--- config.mk ---
export PLATFORM = sky130hd
export DESIGN_NAME = swgq_gcd
export DESIGN_NICKNAME = d
export VERILOG_FILES = /design/src/rtl/swgq_pkg.sv /design/src/rtl/swgq_gcd.sv
export SDC_FILE = /design/constraint.sdc
export NUM_CORES = 1
export LEC_CHECK = 0
export BUFFER_PORTS_ARGS = -buffer_cell sky130_fd_sc_hd__buf_2
export CORE_MARGIN = 5
export CORE_UTILIZATION = 52
export CTS_CLUSTER_DIAMETER = 200
export DETAILED_ROUTE_END_ITERATION = 12
export PLACE_DENSITY = 0.71
export SLEW_MARGIN = 20
export SYNTH_ARGS = -nofsm -noshare
export SYNTH_HDL_FRONTEND = slang
export SYNTH_SLANG_ARGS = --single-unit
--- constraint.sdc ---
create_clock -name clk -period 7.7 [get_ports clk]
set_clock_uncertainty 0.1 [all_clocks]
set_input_delay 0.385 -clock clk [delete_from_list [all_inputs] [get_ports clk]]
set_output_delay 0.385 -clock clk [all_outputs]
set_load 0.01 [all_outputs]
--- src/rtl/swgq_pkg.sv ---
// ============================================================================
// swgq_pkg : shared types and constants for the sliding window gcd queue
// Word layouts, status codes, sequencer states and default sizes.
// ============================================================================
package swgq_pkg;

    localparam int DEF_CAPACITY   = 64;
    localparam int DEF_VALUE_BITS = 63;

    localparam logic [1:0] ST_DONE      = 2'd0;
    localparam logic [1:0] ST_PUSH_FULL = 2'd1;
    localparam logic [1:0] ST_POP_EMPTY = 2'd2;

    localparam logic FUNC_PUSH = 1'b0;
    localparam logic FUNC_POP  = 1'b1;

    typedef struct packed {
        logic        func;
        logic [62:0] value;
    } in_word_t;

    typedef struct packed {
        logic [62:0] window_gcd;
        logic [6:0]  occupancy;
        logic [1:0]  status;
    } out_word_t;

    typedef enum logic [3:0] {
        S_IDLE,
        S_PUSH_RD,
        S_PUSH_GCD,
        S_FLIP_RD,
        S_FLIP_GCD,
        S_FLIP_WR,
        S_POP,
        S_FOLD_RD,
        S_FOLD_GCD,
        S_RESULT
    } state_t;

endpackage

--- src/rtl/swgq_gcd.sv ---
// ============================================================================
// swgq_gcd : iterative binary gcd unit
// Stein's algorithm, one subtract-and-shift step per cycle.
// ============================================================================
module swgq_gcd #(
    parameter int VALUE_BITS = swgq_pkg::DEF_VALUE_BITS
) (
    input  logic                  clk,
    input  logic                  rst_n,
    input  logic                  start,
    input  logic [VALUE_BITS-1:0] a,
    input  logic [VALUE_BITS-1:0] b,
    output logic                  done,
    output logic [VALUE_BITS-1:0] result
);

    localparam int SW = $clog2(VALUE_BITS + 1);

    logic [VALUE_BITS-1:0] a_reg, a_next, b_reg, b_next;
    logic [SW-1:0]         k_reg, k_next;
    logic                  run_reg, run_next;
    logic                  done_reg, done_next;
    logic [VALUE_BITS-1:0] res_reg, res_next;

    // one step: strip common twos, strip twos of each, subtract
    always_comb
    begin
        a_next    = a_reg;
        b_next    = b_reg;
        k_next    = k_reg;
        run_next  = run_reg;
        done_next = 1'b0;
        res_next  = res_reg;
        if (start)
        begin
            a_next   = a;
            b_next   = b;
            k_next   = '0;
            run_next = 1'b1;
        end
        else if (run_reg)
        begin
            if (a_reg == '0 || b_reg == '0)
            begin
                res_next  = (a_reg | b_reg) << k_reg;
                run_next  = 1'b0;
                done_next = 1'b1;
            end
            else if (!a_reg[0] && !b_reg[0])
            begin
                a_next = a_reg >> 1;
                b_next = b_reg >> 1;
                k_next = k_reg + 1'b1;
            end
            else if (!a_reg[0])
                a_next = a_reg >> 1;
            else if (!b_reg[0])
                b_next = b_reg >> 1;
            else if (a_reg >= b_reg)
                a_next = (a_reg - b_reg) >> 1;
            else
                b_next = (b_reg - a_reg) >> 1;
        end
    end

    always_ff @(posedge clk or negedge rst_n)
    begin
        if (!rst_n)
        begin
            run_reg  <= 1'b0;
            done_reg <= 1'b0;
        end
        else
        begin
            run_reg  <= run_next;
            done_reg <= done_next;
        end
    end

    always_ff @(posedge clk)
    begin
        a_reg   <= a_next;
        b_reg   <= b_next;
        k_reg   <= k_next;
        res_reg <= res_next;
    end

    assign done   = done_reg;
    assign result = res_reg;

endmodule

### Word-level counts from Yosys, hierarchy flattened

Index checks and enable logic that the tools add are counted.

| storage, ports and cells | value |
|---|---|
| output and inout port bits | 64 |
| bits of input ports | 129 |
| logic and storage cells | 54 |
| flip-flop bits (word level) | 197 |

| operators by class | value |
|---|---|
| equal/unequal tests | 4 |
| reduce and logical (&&, ||, !) cells | 14 |
| shift-type cells | 1 |
| bitwise gates (word level) | 3 |
| multiplexer cells | 20 |
| $lt $le $gt $ge | 1 |
| add/subtract/negate cells | 3 |

Operators with widths:

| cell | number |
|---|---|
| 2-to-1 mux 63 bit | 14 |
| logical NOT 63 bit | 2 |
| subtractor 63 bit | 2 |
| >= comparator 63 bit | 1 |
| bitwise OR 63 bit | 1 |
| left shift 63 x 6 -> 63 bit | 1 |
| AND reduction 3 bit | 3 |
| != test 4 x 2 -> 1 bit (second input constant) | 2 |
| AND reduction 4 bit | 2 |
| adder 6 x 1 -> 6 bit (second input constant) | 1 |
| 2-to-1 mux 1 bit | 6 |
| != test 4 bit (second input constant) | 1 |
| nonzero test 3 bit | 1 |
| logical NOT 1 bit | 2 |
| != test 2 bit (second input constant) | 1 |
| inverter 1 bit | 2 |
| AND reduction 2 bit | 1 |
| nonzero test 2 bit | 1 |
| logical AND 1 bit | 1 |
| logical OR 1 bit | 1 |

### Logic depth before layout (Yosys ltp)

| logic depth | value |
|---|---|
| depth in word-level cells | 8 |
| gate-level depth with buffers | 14 |
| mapped depth without buffers | 13 |

### Worst setup path before layout

No wires, ideal clock.

| path | value |
|---|---|
| path type | register to register |
| start point | register b_reg[0] |
| end point | register res_reg[0], in the netlist result[0], enable pin |
| arrival | 5,787 ps |
| setup slack | 1,238 ps |
| buffers on the path | 0 |
| data required time | 7,025 ps |
| library setup time | 575 ps |
| period minus slack after synthesis | 6,462 ps |
| cell stages (with the launch flop) | 6 |
| cells stage by stage | edfxtp_1 nor4_1 nand4_1 nor4_1 nor2_1 nor3b_1 |

| between the ends | value |
|---|---|
| longest elaborated chain between the ends | 3 |

Ends and longest elaborated chain:

| item | RTL line | text |
|---|---|---|
| from (decl) | swgq_gcd.sv:19 | `logic [VALUE_BITS-1:0] a_reg, a_next, b_reg, b_next;` |
| from (signal assigned) | swgq_gcd.sv:83 | `b_reg <= b_next;` |
| logical NOT 63 bit | swgq_gcd.sv:43 | `if (a_reg == '0 \|\| b_reg == '0)` |
| logical OR 1 bit | swgq_gcd.sv:43 |  |
| AND reduction 3 bit (no source line) | n/a |  |
| to (signal assigned) | swgq_gcd.sv:85 | `res_reg <= res_next;` |
| to (decl) | swgq_gcd.sv:23 | `logic [VALUE_BITS-1:0] res_reg, res_next;` |

No other way between the ends.
A chain may end at the register's enable or synchronous reset.

### Worst setup path in the final report

| path | value |
|---|---|
| start point | register a_reg[54] |
| end point | register b_reg[49], enable pin |

| between the ends | value |
|---|---|
| longest elaborated chain between the ends | 4 |
| elaborated cells on any way between the ends | 6 |
| classes of those cells | 1 x order compare; 2 x eq/ne; 3 x reduce/logical |

Ends and longest elaborated chain:

| item | RTL line | text |
|---|---|---|
| from (decl) | swgq_gcd.sv:19 |  |
| from (signal assigned) | swgq_gcd.sv:82 | `a_reg <= a_next;` |
| parallel branches: the longest is 3 deep, another holds >= comparator 63 bit | n/a |  |
| AND reduction 4 bit (no source line) * | n/a |  |

Mark *: on every way between the ends.

==> flow_summary_export.csv <==
group,metric,value,unit
die,core_area,40700,um2
worst_setup_path,reg2reg_depth,11,
synth,synth_ff_type,"edfxtp_1",
min_path,hold_end,"b_reg[12]$_DFFE_PP_",
cts,htreeDepth,4,
die,die_area,45200,um2
global_routing,grt_overflow,0,
timing,setup_tns,0,ns
worst_setup_path,r2r_setup_slack,2.01,ns
drt,vias_per_cell,6.90,
drt,wirelength,94300,um
timing,finalHoldViolCount,0,
timing,setup_viol,0,
min_path,hold_path.class,"in -> reg",
global_routing,antenna_found_initial,1,
synth,synth_area,21300,um2
global_routing,grt_pass1_wl,137000,um
final_layout,nets,2961,
worst_setup_path,crit_slowest_cell,"and2_1",
synth,synth_most_common_cell,"nand2_1",
cts,cts_buffers,17,
synth,synth_top_cell_by_area,"edfxtp_1",
final_layout,syn2layout_area_growth,8.08,%
worst_setup_path,timing.rr.start,"a_reg[54]$_DFFE_PP_",
min_path,holdPathStages,2,
synth,ys_ff_latch,197,
synth,async_flop_share,1.02,%
drt,num_vias,22000,
drt,wl_per_cell,29.6,um
worst_setup_path,crit_type,"reg -> reg",
placed_design,dpl_cell_area,22400,um2
worst_setup_path,crit_family,"compound AO/OA/AOI/OAI gates",
run,cap_viol_max_count,0,
timing,timing.final.crit_share,73.9,%
worst_setup_path,setup.worst_path.end_class,"flop",
die,start_util,52.3,%
synth,yosys-top-cells-area,"edfxtp_1 27%, ha_1 11%, a21oi_1 6.1%",
worst_setup_path,critPathMaxStageDelay,0.71,ns
cts,clkLatencyLatePin,0.48,ns
worst_setup_path,required,7.71,ns
cts,postCtsSetupRepairBufs,0,
timing,tightest_slew,1.19,ns
global_routing,grt_pass1_vias,21300,
placed_design,dpl.hpwl,75100,um
final_layout,final_util,56.6,%
global_routing,grt_max_degree,100,
drt,drt_iter0_markers,3801,
worst_setup_path,worstSetupStartpointType,"flop",
global_routing,grt_use_total,40.7,%
cts,cts.sinks,197,
outcome,status,"complete, no violations",
die,ios,193,
min_path,hp-start,"b[12]",
timing,rsz0062_at_grt,"false",
worst_setup_path,path_cells,"inv_1, ha_1, inv_1, a21oi_1, o31ai_1, a311oi_1, o2111ai_1, a21oi_1, and2_1, o31a_2, buf_4",
drt,ant_nets,0,
worst_setup_path,cp.arrival,5.70,ns
synth,synthDistinctLibCells,86,
worst_setup_path,cp_max_fo,41,
synth,avgSynthCellArea,8.29,um2
die,die_x,213,um
cts,hold_buffers,1,
timing,relSlewSlack,19.9,%
synth,synth_edf_count,189,
worst_setup_path,crit_buf_inv,3,
placed_design,gp_congestion,1.08,
cts,clk_pin_slew_worst_paths,0.08,ns
die,die_height,213,um
final_layout,drive_gt1_share,13.5,%
drt,dr.pass1.iters,6,
timing,fmax,0.176,GHz
drt,drc,0,
synth,synth_top_area_share,26.6,%
final_layout,design_area,23000,um2
cts,cts_tree,"done",
synth,ys_seq_area_share,27.4,%
cts,ctsResizeCount,0,
die,row_count,74,
synth,synth_common_cells,"299 x nand2_1, 260 x a21oi_1, 249 x inv_1",
synth,syn-instance-count,2571,
synth,yosys_warnings,0,
timing,final_max_slew_viol_count,0,
cts,root_buffer,"clkbuf_16",
cts,max-clock-path-buffers,2,
timing,min_period,5.69,ns
worst_setup_path,r2r_end,"b_reg[49]$_DFFE_PP_",
final_layout,n_fill_cell,3811,
placed_design,portBuffers,192,
synth,synth_nets,2893,
[area by class of cell]
cell class              instances  area [um2]  share of cell area (%)
diodes                          1        2.50                  0.0109
repair buffers                219        1170                    5.09
clock inverters                14         151                   0.657
inverters                     258         968                    4.20
clock buffers                  18         429                    1.86
well taps                     532         666                    2.89
multi-input cells            1946       13800                    59.9
flip-flops and latches        197        5850                    25.4
[worst reg2reg max path: stages (launching register included)]
cell	delay, ns
edfxtp_1	0.56
inv_1	0.11
ha_1	0.58
inv_1	0.15
a21oi_1	0.24
o31ai_1	0.17
a311oi_1	0.61
o2111ai_1	0.25
a21oi_1	0.39
and2_1	0.71
o31a_2	0.71
buf_4	0.69
[worst max-delay path by stage]
stage | end | cells after the start | start
after global placement | b_reg[51]$_DFFE_PP_ | 11 | a_reg[54]$_DFFE_PP_
after global routing | b_reg[51]$_DFFE_PP_ | 11 | a_reg[54]$_DFFE_PP_
final | b_reg[49]$_DFFE_PP_ | 11 | a_reg[54]$_DFFE_PP_
after CTS | b_reg[51]$_DFFE_PP_ | 11 | a_reg[54]$_DFFE_PP_
after floorplan | result[0]$_SDFFCE_PP0P_ | 5 | b_reg[0]$_DFFE_PP_
after detailed placement | b_reg[36]$_DFFE_PP_ | 11 | a_reg[54]$_DFFE_PP_
[kinds of logic (layout without fill, tap and decap cells)]
kind of cell | count (synthesis) | count (layout) | share of synthesized area [%]
AO/OA/AOI/OAI | 792 | 792 | 24.2
AND/OR/NAND/NOR | 726 | 726 | 15.9
buffers and inverters | 428 | 509 | 7.99
flip-flops | 197 | 197 | 27.4
adder cells (fa/ha/maj) | 193 | 193 | 11.4
multiplexers | 119 | 119 | 8.37
XOR/XNOR | 116 | 116 | 4.76
other | 0 | 1 | 0
[through the flow]
step | hold WS [ns] | worst slack [ns] | cells
CTS | 0.0774 | 2.23 | 3184
global route | 0.0806 | 2.07 | 3184
detailed placement | 0.0947 | 2.27 | 3151
global placement | 0.0938 | 2.22 | 3151
finish | 0.0954 | 2.01 | 3185
floorplan | -0.0106 | 1.24 | 2571
[layout by cell type (no fill, tap or decap), drive strengths merged, types with 58 or more instances in the layout]
cell type	synthesis	layout
inv	252	258
xnor2	111	111
o21ai	172	172
ha	191	191
edfxtp	189	189
nor4	77	77
buf	69	218
a221oi	64	64
nor2	166	166
mux2i	58	58
nand2	299	299
a21oi	260	260
[per-layer routing]
| layer | GRT usage (%) | part of all wire [%] | vias up |
|---|---|---|---|
| li1 | - | - | 9488 |
| met1 | 51.9 | 37 | 10500 |
| met2 | 62.9 | 44 | 1688 |
| met3 | 10.9 | 13 | 326 |
| met4 | 22.7 | 6.9 | 0 |
| met5 | 0 | 0 | - |
Power is not shown: default switching activity piles up to over one toggle a cycle in this logic, so the estimate is an artifact.
